## src/bezier_path_flattener_core_defines.svh

```systemverilog
// Assertion macros for the path flattener core.
// Each macro samples on clk and is disabled while rst_n is low.
`ifndef BEZIER_PATH_FLATTENER_CORE_DEFINES_SVH
`define BEZIER_PATH_FLATTENER_CORE_DEFINES_SVH

// Same-cycle implication.
`define BPF_ASSERT_IMP(lbl, ante, cons, msg) \
  lbl: assert property (@(posedge clk) disable iff (!rst_n) (ante) |-> (cons)) \
    else $error(msg);

// Next-cycle implication.
`define BPF_ASSERT_NXT(lbl, ante, cons, msg) \
  lbl: assert property (@(posedge clk) disable iff (!rst_n) (ante) |=> (cons)) \
    else $error(msg);

`endif

```

## src/bpf_pkg.sv

```systemverilog
// Shared types and constants of the path flattener.
// No dependencies.
`default_nettype none
package bpf_pkg;

  localparam int COORD_W = 32;
  localparam int T_BITS = 17;
  localparam logic [T_BITS-1:0] T_ONE = 17'h10000;
  localparam int MIN_SEGMENTS = 8;
  localparam int DIV_CNT_W = $clog2(T_BITS + 1);

  localparam logic [2:0] KIND_MOVE  = 3'd0;
  localparam logic [2:0] KIND_LINE  = 3'd1;
  localparam logic [2:0] KIND_CLOSE = 3'd2;
  localparam logic [2:0] KIND_CUBIC = 3'd3;
  localparam logic [2:0] KIND_QUAD  = 3'd4;

  typedef logic signed [COORD_W-1:0] coord_t;

  typedef enum logic [5:0] {
    ST_IDLE = 6'b000001,
    ST_SPAN = 6'b000010,
    ST_SEGS = 6'b000100,
    ST_DIV  = 6'b001000,
    ST_EVAL = 6'b010000,
    ST_PUT  = 6'b100000
  } state_t;

  typedef struct packed {
    logic busy;
    logic done;
  } div_stat_t;

endpackage
`default_nettype wire

```

## src/bpf_lerp.sv

```systemverilog
// Shared interpolation unit: a + round((b - a) * t), t in Q1.16.
// Depends on bpf_pkg.
`default_nettype none
module bpf_lerp (
  input  var bpf_pkg::coord_t          a_i,
  input  var bpf_pkg::coord_t          b_i,
  input  logic [bpf_pkg::T_BITS-1:0]   t_i,
  output bpf_pkg::coord_t              y_o
);

  logic signed [32:0] diff;
  logic signed [50:0] prod;
  logic signed [50:0] rnd;

  assign diff = {b_i[31], b_i} - {a_i[31], a_i};
  assign prod = diff * $signed({1'b0, t_i});
  assign rnd  = prod + 51'sd32768;
  assign y_o  = a_i + $signed(rnd[47:16]);

endmodule
`default_nettype wire

```

## src/bpf_div.sv

```systemverilog
// Restoring divider: 65536 / divisor, one quotient bit per cycle.
// Depends on bpf_pkg.
`default_nettype none
module bpf_div #(
  parameter int SEG_W = 7
) (
  input  logic                          clk,
  input  logic                          rst_n,
  input  logic                          start_i,
  input  logic [SEG_W-1:0]              divisor_i,
  output bpf_pkg::div_stat_t            stat_o,
  output logic [bpf_pkg::T_BITS-1:0]    quot_o,
  output logic [SEG_W-1:0]              rem_o
);

  logic [bpf_pkg::T_BITS-1:0]    num_r, num_nxt;
  logic [SEG_W-1:0]              rem_r, rem_nxt;
  logic [SEG_W-1:0]              dvs_r, dvs_nxt;
  logic [bpf_pkg::DIV_CNT_W-1:0] cnt_r, cnt_nxt;
  logic                          busy_r, busy_nxt;
  logic                          done_r, done_nxt;
  logic [SEG_W:0]                tr;
  logic [SEG_W:0]                sub;
  logic                          ge;

  assign tr  = {rem_r, num_r[bpf_pkg::T_BITS-1]};
  assign ge  = tr >= {1'b0, dvs_r};
  assign sub = tr - {1'b0, dvs_r};

  always_comb begin
    num_nxt  = num_r;
    rem_nxt  = rem_r;
    dvs_nxt  = dvs_r;
    cnt_nxt  = cnt_r;
    busy_nxt = busy_r;
    done_nxt = 1'b0;
    if (start_i) begin
      num_nxt  = bpf_pkg::T_ONE;
      rem_nxt  = '0;
      dvs_nxt  = divisor_i;
      cnt_nxt  = '0;
      busy_nxt = 1'b1;
    end else if (busy_r) begin
      num_nxt = {num_r[bpf_pkg::T_BITS-2:0], ge};
      rem_nxt = ge ? sub[SEG_W-1:0] : tr[SEG_W-1:0];
      cnt_nxt = cnt_r + 1'b1;
      if (cnt_r == bpf_pkg::DIV_CNT_W'(bpf_pkg::T_BITS - 1)) begin
        busy_nxt = 1'b0;
        done_nxt = 1'b1;
      end
    end
  end

  always_ff @(posedge clk) begin
    if (!rst_n) begin
      busy_r <= 1'b0;
      done_r <= 1'b0;
      cnt_r  <= '0;
    end else begin
      busy_r <= busy_nxt;
      done_r <= done_nxt;
      cnt_r  <= cnt_nxt;
    end
    num_r <= num_nxt;
    rem_r <= rem_nxt;
    dvs_r <= dvs_nxt;
  end

  assign stat_o.busy = busy_r;
  assign stat_o.done = done_r;
  assign quot_o      = num_r;
  assign rem_o       = rem_r;

endmodule
`default_nettype wire

```

## src/bezier_path_flattener_core.sv

```systemverilog
// Path flattener top level: command sequencer, curve evaluator, output register.
// Depends on bpf_pkg, bpf_lerp, bpf_div and bezier_path_flattener_core_defines.svh.
//
//   channel | direction | ports
//   in      | input     | in_valid, in_stall, in_kind, in_p1_x .. in_p3_y
//   out     | output    | out_valid, out_stall, out_point_x, out_point_y, out_last
//
// A curve finds its segment count (ST_SPAN, ST_SEGS), runs the divider
// (ST_DIV), then per point evaluates on the shared interpolation unit (ST_EVAL)
// and transfers the point (ST_PUT). Rst_n clears the current and start points.
// A stalled output holds the sequencer and blocks input.
`default_nettype none
`include "bezier_path_flattener_core_defines.svh"
module bezier_path_flattener_core #(
  parameter int MAX_SEGMENTS = 64,
  parameter int FRAC_BITS    = 8
) (
  input  logic                   clk,
  input  logic                   rst_n,
  input  logic                   in_valid,
  output logic                   in_stall,
  input  logic [2:0]             in_kind,
  input  logic signed [31:0]     in_p1_x,
  input  logic signed [31:0]     in_p1_y,
  input  logic signed [31:0]     in_p2_x,
  input  logic signed [31:0]     in_p2_y,
  input  logic signed [31:0]     in_p3_x,
  input  logic signed [31:0]     in_p3_y,
  output logic                   out_valid,
  input  logic                   out_stall,
  output logic signed [31:0]     out_point_x,
  output logic signed [31:0]     out_point_y,
  output logic                   out_last
);

  localparam int SEG_W = $clog2(MAX_SEGMENTS + 1);
  localparam int SH    = 3 + FRAC_BITS;

  bpf_pkg::state_t state_r, state_nxt;
  bpf_pkg::coord_t cur_x_r, cur_x_nxt, cur_y_r, cur_y_nxt;
  bpf_pkg::coord_t st_x_r, st_x_nxt, st_y_r, st_y_nxt;
  bpf_pkg::coord_t p0x_r, p0x_nxt, p0y_r, p0y_nxt, p1x_r, p1x_nxt, p1y_r, p1y_nxt;
  bpf_pkg::coord_t p2x_r, p2x_nxt, p2y_r, p2y_nxt, p3x_r, p3x_nxt, p3y_r, p3y_nxt;
  bpf_pkg::coord_t q0x_r, q0x_nxt, q0y_r, q0y_nxt, q1x_r, q1x_nxt, q1y_r, q1y_nxt;
  bpf_pkg::coord_t q2x_r, q2x_nxt, q2y_r, q2y_nxt, r0x_r, r0x_nxt, r0y_r, r0y_nxt;
  bpf_pkg::coord_t r1x_r, r1x_nxt, r1y_r, r1y_nxt, ox_r, ox_nxt, oy_r, oy_nxt;
  bpf_pkg::coord_t opx_r, opx_nxt, opy_r, opy_nxt;
  logic            olast_r, olast_nxt, ovalid_r, ovalid_nxt;
  logic            cubic_r, cubic_nxt;
  logic [32:0]     sx_r, sx_nxt, sy_r, sy_nxt;
  logic [SEG_W-1:0] segs_r, segs_nxt, idx_r, idx_nxt, acc_r, acc_nxt;
  logic [bpf_pkg::T_BITS-1:0] t_r, t_nxt;
  logic [3:0]      step_r, step_nxt;

  logic            out_free, accept, div_start;
  bpf_pkg::coord_t la, lb, ly;
  bpf_pkg::coord_t mnx, mxx, mny, mxy;
  logic [32:0]     span;
  logic [33:0]     ncnt;
  logic [SEG_W-1:0] segs_cl;
  bpf_pkg::div_stat_t div_stat;
  logic [bpf_pkg::T_BITS-1:0] div_quot, t_adv;
  logic [SEG_W-1:0] div_rem;
  logic [SEG_W:0]  adv_sum;
  logic            adv_ge;
  logic [SEG_W-1:0] acc_adv;

  assign out_free = !ovalid_r || !out_stall;
  assign in_stall = !((state_r == bpf_pkg::ST_IDLE) && out_free);
  assign accept   = in_valid && !in_stall;

  bpf_lerp u_lerp (.a_i(la), .b_i(lb), .t_i(t_r), .y_o(ly));

  bpf_div #(.SEG_W(SEG_W)) u_div (
    .clk(clk), .rst_n(rst_n), .start_i(div_start), .divisor_i(segs_cl),
    .stat_o(div_stat), .quot_o(div_quot), .rem_o(div_rem)
  );

  assign div_start = (state_r == bpf_pkg::ST_SEGS);

  // control box extents
  always_comb begin
    mnx = p0x_r; mxx = p0x_r; mny = p0y_r; mxy = p0y_r;
    if (p1x_r < mnx) mnx = p1x_r;
    if (p2x_r < mnx) mnx = p2x_r;
    if (p3x_r < mnx) mnx = p3x_r;
    if (p1x_r > mxx) mxx = p1x_r;
    if (p2x_r > mxx) mxx = p2x_r;
    if (p3x_r > mxx) mxx = p3x_r;
    if (p1y_r < mny) mny = p1y_r;
    if (p2y_r < mny) mny = p2y_r;
    if (p3y_r < mny) mny = p3y_r;
    if (p1y_r > mxy) mxy = p1y_r;
    if (p2y_r > mxy) mxy = p2y_r;
    if (p3y_r > mxy) mxy = p3y_r;
  end

  assign span = (sx_r > sy_r) ? sx_r : sy_r;
  assign ncnt = ({1'b0, span} + 34'((34'd1 << SH) - 34'd1)) >> SH;

  always_comb begin
    priority if (ncnt < 34'(bpf_pkg::MIN_SEGMENTS)) begin
      segs_cl = SEG_W'(bpf_pkg::MIN_SEGMENTS);
    end else if (ncnt > 34'(MAX_SEGMENTS)) begin
      segs_cl = SEG_W'(MAX_SEGMENTS);
    end else begin
      segs_cl = ncnt[SEG_W-1:0];
    end
  end

  // running t = i * 65536 / segs
  assign adv_sum = {1'b0, acc_r} + {1'b0, div_rem};
  assign adv_ge  = adv_sum >= {1'b0, segs_r};
  assign acc_adv = adv_ge ? SEG_W'(adv_sum - {1'b0, segs_r}) : adv_sum[SEG_W-1:0];
  assign t_adv   = t_r + div_quot + bpf_pkg::T_BITS'(adv_ge);

  // interpolation operands
  always_comb begin
    unique case (step_r)
      4'd0:    begin la = p0x_r; lb = p1x_r; end
      4'd1:    begin la = p0y_r; lb = p1y_r; end
      4'd2:    begin la = p1x_r; lb = p2x_r; end
      4'd3:    begin la = p1y_r; lb = p2y_r; end
      4'd4:    begin la = p2x_r; lb = p3x_r; end
      4'd5:    begin la = p2y_r; lb = p3y_r; end
      4'd6:    begin la = q0x_r; lb = q1x_r; end
      4'd7:    begin la = q0y_r; lb = q1y_r; end
      4'd8:    begin la = q1x_r; lb = q2x_r; end
      4'd9:    begin la = q1y_r; lb = q2y_r; end
      4'd10:   begin la = cubic_r ? r0x_r : q0x_r; lb = cubic_r ? r1x_r : q1x_r; end
      4'd11:   begin la = cubic_r ? r0y_r : q0y_r; lb = cubic_r ? r1y_r : q1y_r; end
      default: begin la = p0x_r; lb = p0x_r; end
    endcase
  end

  always_comb begin
    state_nxt = state_r;
    cur_x_nxt = cur_x_r; cur_y_nxt = cur_y_r; st_x_nxt = st_x_r; st_y_nxt = st_y_r;
    p0x_nxt = p0x_r; p0y_nxt = p0y_r; p1x_nxt = p1x_r; p1y_nxt = p1y_r;
    p2x_nxt = p2x_r; p2y_nxt = p2y_r; p3x_nxt = p3x_r; p3y_nxt = p3y_r;
    q0x_nxt = q0x_r; q0y_nxt = q0y_r; q1x_nxt = q1x_r; q1y_nxt = q1y_r;
    q2x_nxt = q2x_r; q2y_nxt = q2y_r; r0x_nxt = r0x_r; r0y_nxt = r0y_r;
    r1x_nxt = r1x_r; r1y_nxt = r1y_r; ox_nxt = ox_r; oy_nxt = oy_r;
    opx_nxt = opx_r; opy_nxt = opy_r; olast_nxt = olast_r;
    ovalid_nxt = ovalid_r && out_stall;
    cubic_nxt = cubic_r; sx_nxt = sx_r; sy_nxt = sy_r; segs_nxt = segs_r;
    idx_nxt = idx_r; acc_nxt = acc_r; t_nxt = t_r; step_nxt = step_r;
    unique case (state_r)
      bpf_pkg::ST_IDLE: begin
        if (accept) begin
          p0x_nxt = cur_x_r; p0y_nxt = cur_y_r;
          p1x_nxt = in_p1_x; p1y_nxt = in_p1_y;
          p2x_nxt = in_p2_x; p2y_nxt = in_p2_y;
          priority case (in_kind)
            bpf_pkg::KIND_MOVE, bpf_pkg::KIND_LINE: begin
              cur_x_nxt = in_p1_x; cur_y_nxt = in_p1_y;
              if (in_kind == bpf_pkg::KIND_MOVE) begin
                st_x_nxt = in_p1_x; st_y_nxt = in_p1_y;
              end
              opx_nxt = in_p1_x; opy_nxt = in_p1_y; olast_nxt = 1'b1; ovalid_nxt = 1'b1;
            end
            bpf_pkg::KIND_CLOSE: begin
              cur_x_nxt = st_x_r; cur_y_nxt = st_y_r;
            end
            bpf_pkg::KIND_CUBIC: begin
              p3x_nxt = in_p3_x; p3y_nxt = in_p3_y; cubic_nxt = 1'b1;
              cur_x_nxt = in_p3_x; cur_y_nxt = in_p3_y;
              state_nxt = bpf_pkg::ST_SPAN;
            end
            bpf_pkg::KIND_QUAD: begin
              p3x_nxt = in_p2_x; p3y_nxt = in_p2_y; cubic_nxt = 1'b0;
              cur_x_nxt = in_p2_x; cur_y_nxt = in_p2_y;
              state_nxt = bpf_pkg::ST_SPAN;
            end
            default: begin
            end
          endcase
        end
      end
      bpf_pkg::ST_SPAN: begin
        sx_nxt = 33'({mxx[31], mxx} - {mnx[31], mnx});
        sy_nxt = 33'({mxy[31], mxy} - {mny[31], mny});
        state_nxt = bpf_pkg::ST_SEGS;
      end
      bpf_pkg::ST_SEGS: begin
        segs_nxt = segs_cl;
        acc_nxt = '0;
        t_nxt = '0;
        state_nxt = bpf_pkg::ST_DIV;
      end
      bpf_pkg::ST_DIV: begin
        if (div_stat.done) begin
          t_nxt = t_adv; acc_nxt = acc_adv;
          idx_nxt = SEG_W'(1);
          step_nxt = '0;
          state_nxt = bpf_pkg::ST_EVAL;
        end
      end
      bpf_pkg::ST_EVAL: begin
        step_nxt = step_r + 4'd1;
        unique case (step_r)
          4'd0:  q0x_nxt = ly;
          4'd1:  q0y_nxt = ly;
          4'd2:  q1x_nxt = ly;
          4'd3:  begin q1y_nxt = ly; if (!cubic_r) step_nxt = 4'd10; end
          4'd4:  q2x_nxt = ly;
          4'd5:  q2y_nxt = ly;
          4'd6:  r0x_nxt = ly;
          4'd7:  r0y_nxt = ly;
          4'd8:  r1x_nxt = ly;
          4'd9:  r1y_nxt = ly;
          4'd10: ox_nxt = ly;
          4'd11: begin oy_nxt = ly; state_nxt = bpf_pkg::ST_PUT; end
          default: state_nxt = bpf_pkg::ST_PUT;
        endcase
      end
      bpf_pkg::ST_PUT: begin
        if (out_free) begin
          opx_nxt = ox_r; opy_nxt = oy_r; ovalid_nxt = 1'b1;
          olast_nxt = (idx_r == segs_r);
          if (idx_r == segs_r) begin
            state_nxt = bpf_pkg::ST_IDLE;
          end else begin
            idx_nxt = idx_r + 1'b1;
            t_nxt = t_adv; acc_nxt = acc_adv;
            step_nxt = '0;
            state_nxt = bpf_pkg::ST_EVAL;
          end
        end
      end
      default: state_nxt = bpf_pkg::ST_IDLE;
    endcase
  end

  always_ff @(posedge clk) begin
    if (!rst_n) begin
      state_r  <= bpf_pkg::ST_IDLE;
      ovalid_r <= 1'b0;
      cur_x_r  <= '0; cur_y_r <= '0; st_x_r <= '0; st_y_r <= '0;
    end else begin
      state_r  <= state_nxt;
      ovalid_r <= ovalid_nxt;
      cur_x_r  <= cur_x_nxt; cur_y_r <= cur_y_nxt;
      st_x_r   <= st_x_nxt; st_y_r <= st_y_nxt;
    end
    p0x_r <= p0x_nxt; p0y_r <= p0y_nxt; p1x_r <= p1x_nxt; p1y_r <= p1y_nxt;
    p2x_r <= p2x_nxt; p2y_r <= p2y_nxt; p3x_r <= p3x_nxt; p3y_r <= p3y_nxt;
    q0x_r <= q0x_nxt; q0y_r <= q0y_nxt; q1x_r <= q1x_nxt; q1y_r <= q1y_nxt;
    q2x_r <= q2x_nxt; q2y_r <= q2y_nxt; r0x_r <= r0x_nxt; r0y_r <= r0y_nxt;
    r1x_r <= r1x_nxt; r1y_r <= r1y_nxt; ox_r <= ox_nxt; oy_r <= oy_nxt;
    opx_r <= opx_nxt; opy_r <= opy_nxt; olast_r <= olast_nxt;
    cubic_r <= cubic_nxt; sx_r <= sx_nxt; sy_r <= sy_nxt; segs_r <= segs_nxt;
    idx_r <= idx_nxt; acc_r <= acc_nxt; t_r <= t_nxt; step_r <= step_nxt;
  end

  assign out_valid   = ovalid_r;
  assign out_point_x = opx_r;
  assign out_point_y = opy_r;
  assign out_last    = olast_r;

  `BPF_ASSERT_IMP(a_segs_range, state_r == bpf_pkg::ST_EVAL,
    segs_r >= SEG_W'(bpf_pkg::MIN_SEGMENTS) && segs_r <= SEG_W'(MAX_SEGMENTS),
    "segment count out of range")
  `BPF_ASSERT_IMP(a_idx_bound, state_r == bpf_pkg::ST_EVAL || state_r == bpf_pkg::ST_PUT,
    idx_r != '0 && idx_r <= segs_r, "point index out of range")
  `BPF_ASSERT_IMP(a_last_t_one, state_r == bpf_pkg::ST_PUT && idx_r == segs_r,
    t_r == bpf_pkg::T_ONE, "final curve point not at t = 1")
  `BPF_ASSERT_NXT(a_div_done, state_r == bpf_pkg::ST_SEGS, div_stat.busy,
    "divider did not start")

endmodule
`default_nettype wire
```

## config.mk

```make
export PLATFORM = sky130hd
export DESIGN_NAME = bezier_path_flattener_core
export DESIGN_NICKNAME = d
export VERILOG_FILES = /design/src/bpf_pkg.sv /design/src/bpf_lerp.sv /design/src/bpf_div.sv /design/src/bezier_path_flattener_core.sv
export VERILOG_INCLUDE_DIRS = /design/src /design/src/src
export SDC_FILE = /design/constraint.sdc
export NUM_CORES = 2
export LEC_CHECK = 0
export ABC_CLOCK_PERIOD_IN_PS = 13100
export BUFFER_PORTS_ARGS = -buffer_cell sky130_fd_sc_hd__buf_4
export CORE_MARGIN = 2
export CORE_UTILIZATION = 51
export CTS_BUF_LIST = sky130_fd_sc_hd__clkbuf_8
export DETAILED_ROUTE_END_ITERATION = 8
export PLACE_DENSITY = 0.77
export SLEW_MARGIN = 20
export SYNTH_ARGS = -nofsm -noshare
export SYNTH_HDL_FRONTEND = slang
export SYNTH_SLANG_ARGS = --single-unit
export TNS_END_PERCENT = 100
```

## constraint.sdc

```tcl
create_clock -name clk -period 13.1 [get_ports clk]
set_clock_uncertainty 0.2 [all_clocks]
set_input_delay 1.965 -clock clk [delete_from_list [all_inputs] [get_ports clk]]
set_output_delay 1.965 -clock clk [all_outputs]
set_load 0.02 [all_outputs]
```

==> implementation parameters <==
Parameter                              Value

Synth
  Sequential-to-total area share from yosys stat ... 35.2%
  Synth unique cells ... 104
  Post-synth ARST share ... 0%
  Yosys warnings ... 0
  Top post-synthesis cells by area ... sky130_fd_sc_hd__edfxtp_1 31%, sky130_fd_sc_hd__fa_1 13%, sky130_fd_sc_hd__ha_1 10%, sky130_fd_sc_hd__nand2_1 4.7%, sky130_fd_sc_hd__dfxtp_1 4.2%
  Number of storage elements in the synthesis netlist ... 980
  Number of enable-type register cells in the synthesized netlist ... 814
  Synthesized net count ... 9,228
  Share of Yosys cell area claimed by the top area cell type ... 31.0%
  Cell type with the largest total area after synthesis ... sky130_fd_sc_hd__edfxtp_1
  Number of cells produced by synthesis ... 7,853
  Cell Area, Synth ... 78,800 sq um
  Most frequently used flop master after synthesis ... sky130_fd_sc_hd__edfxtp_1
  Avg Synthesized Cell Area ... 10.0 sq um

Worst hold path
  Hold path cells ... 0
  Worst hold path class ... reg -> reg

Clocking
  Max Buffers Root-to-Sink ... 3
  Cts bufs inserted ... 163
  Clock latency on the worst-skew pair ... 0.96 ns
  Clock tree from TritonCTS ... yes
  Root Buffer Master ... sky130_fd_sc_hd__clkbuf_8
  Depth of the CTS H-tree ... 4
  Number of sinks driven by the clock tree ... 980
  Clk pin slew, worst setup/hold paths ... 0.06 ns

Place
  Last weighted congestion value of the routability-driven placer ... 1.08
  Placed Instances ... 10,700
  Number of buffers added on ports ... 265
  Detail Placement HPWL ... 237 mm

STA
  Crit path time final ... 12.77 ns
  Maximum clock rate ... 78.3 MHz
  Setup TNS ... 0 ns
  Total of endpoints with negative setup slack in the final report ... 0
  Total count of hold-check failures in the final report ... 0
  Slew Limit Headroom ... 19.8%
  Number of slew-limit violations in the final report ... 0
  Crit share post-route ... 97.5%
  Pin slew with the least headroom to its limit ... 1.20 ns

Cells and area
  Count of placed standard cells in the final layout, fillers left out ... 11,000
  Combined area of the multi-input logic cells ... 47,200 sq um
  Largest registers ... sx_r (33), sy_r (33)
  Fraction of layout cells with a size suffix above 1 ... 20.5%
  Layout area overhead ... 18.9%
  Commonest non-fill, non-tap cell in the layout ... sky130_fd_sc_hd__buf_4
  FF+latch area ... 27,800 sq um
  Commonest cells after routing, fill and taps aside ... 1,147 x sky130_fd_sc_hd__buf_4, 982 x sky130_fd_sc_hd__nand2_1, 934 x sky130_fd_sc_hd__inv_1
  Filler cells ... 12,600
  Total number of nets in the final design ... 10,200

Floorplan
  Row count ... 144
  Die area ... 158,000 sq um
  Initial core utilization ... 51.3%
  # IOs ... 266
  Die outline width ... 397 um
  Height of the chip ... 397 um
  Core ar. ... 154,000 sq um

Drt
  Via density per instance ... 6.18
  Count of unresolved DRC violations after routing ... 0
  Iteration count of the initial detailed-routing pass ... 9
  Routed wire length ... 311 mm
  Initial detailed-routing violation count ... 9,293
  Routed length per instance ... 28.2 um
  Total number of vias ... 68,300
  ANT nets after route ... 0

Setup path
  Class of the most critical setup path ... reg -> reg
  Launch point of the worst path ... step_r[0]$_SDFFCE_PN0P_
  Crit path top cell by count ... sky130_fd_sc_hd__fa_1
  CP max stage cell ... sky130_fd_sc_hd__fa_1
  Highest cell delay on the worst timing path ... 0.60 ns
  Critical Path Start Type ... flip-flop
  Worst Reg-to-Reg Cells ... 51
  Required time at the endpoint of the critical path ... 13.55 ns
  R2r endpoint ... q1y_r[29]$_DFFE_PP_
  Crit path max fanout ... 15
  Capturing element of the worst setup path ... q1y_r[29]$_DFFE_PP_
  Reg2reg start ... step_r[0]$_SDFFCE_PN0P_
  Worst EP arrival ... 13.22 ns
  Register-to-Register Setup Slack ... 0.33 ns
  CP Capture Type ... flip-flop

GRT
  Total routing usage reported by global routing ... 39.1%
  Maximum number of pins on one net before global-route repair ... 127
  Number of global-route vias before repair ... 68,100
  Wire length of the first global-routing pass ... 451 mm
  Global route overflow ... 0
  Initial antenna violation count ... 11

Outcome
  Status ... finished, final reports clean

Job
  Total of max-cap violations ... 0
## critical path, delay by kind of cell (launching register included)
kind / cells / cell delay [ns]
compound gates: 20 / 4.15
xor+xnor: 2 / 0.33
fa+ha+maj: 10 / 4.10
buf+inv: 11 / 1.45
flops: 1 / 0.49
simple gates: 8 / 1.73
## layout make-up
cell class	count	share of cell area (%)
clock buffers	184	2.70
well taps	2044	2.73
repair buffers	1190	10.0
clock inverters	122	0.927
multi-input cells	5640	50.4
diodes	4	0.0107
inverters	884	3.55
flip-flops and latches	980	29.6
## cell usage after synthesis (all sizes together), types with 73 or more instances
cell	instances
o211ai	85
a21boi	136
and2	293
dfxtp	166
nor2	402
a21o	122
inv	883
edfxtp	814
o21ai	201
nand3	127
mux2i	268
or2	82
nand2	987
nand4	113
ha	652
a22oi	187
fa	524
nand2b	73
mux2	134
a21oi	339
clkbuf	285
nor2b	93
xnor2	134
## metrics by stage
| step | utilization (%) | worst slack [ns] | instance area (sq um) | hold slack [ns] |
|---|---|---|---|---|
| finish | 61.0 | 0.329 | 93700 | 0.226 |
| global route | 60.9 | -0.146 | 93700 | 0.235 |
| CTS | 60.3 | 0.0206 | 92700 | 0.224 |
| detailed placement | 58.1 | -0.0278 | 89300 | 0.216 |
| global placement | 58.1 | 0.265 | 89300 | 0.211 |
| floorplan | - | 0.0248 | 78800 | 0.208 |
## metal layers
metal  global-route usage [%]  part of all wire (%)  vias to the layer above
li1                         -                     -                    29500
met1                     49.6                    37                    33100
met2                     56.5                    41                     4654
met3                     11.6                    13                     1028
met4                     28.9                   9.1                        6
met5                        0                 0.014                        -
## logic make-up (layout without fill, tap and decap cells)
| family | Yosys count | in the layout | share of synthesized area (%) |
|---|---|---|---|
| compound gates | 1490 | 1490 | 13.1 |
| flops | 980 | 980 | 35.2 |
| mux | 402 | 402 | 5.32 |
| buf+inv | 1235 | 2380 | 5.99 |
| other cells | 0 | 4 | 0 |
| xor+xnor | 195 | 197 | 2.20 |
| fa+ha+maj | 1182 | 1182 | 23.8 |
| simple gates | 2369 | 2369 | 14.4 |
## what timing repair did
| item | in CTS | in global routing |
|---|---|---|
| pin swaps | 0 | 43 |
| buffers inserted | 0 | 29 |
| gates cloned | 0 | 4 |
| hold buffers | 0 | 0 |
| setup endpoints to repair | 28 | 209 |
| resized for setup | 4 | 149 |
## worst min path at each step
stage,startpoint,to,slack (ns)
after floorplan,cur_x_r[0]$_SDFFE_PN0P_,p0x_r[0]$_DFFE_PP_,0.21
after global placement,cur_y_r[30]$_SDFFE_PN0P_,p0y_r[30]$_DFFE_PP_,0.21
after detailed placement,cur_y_r[30]$_SDFFE_PN0P_,p0y_r[30]$_DFFE_PP_,0.22
after CTS,cur_x_r[13]$_SDFFE_PN0P_,p0x_r[13]$_DFFE_PP_,0.22
after global routing,cur_y_r[30]$_SDFFE_PN0P_,p0y_r[30]$_DFFE_PP_,0.24
final,cur_x_r[9]$_SDFFE_PN0P_,p0x_r[9]$_DFFE_PP_,0.23
Power is not shown: default switching activity piles up to over one toggle a cycle in this logic, so the estimate is an artifact.
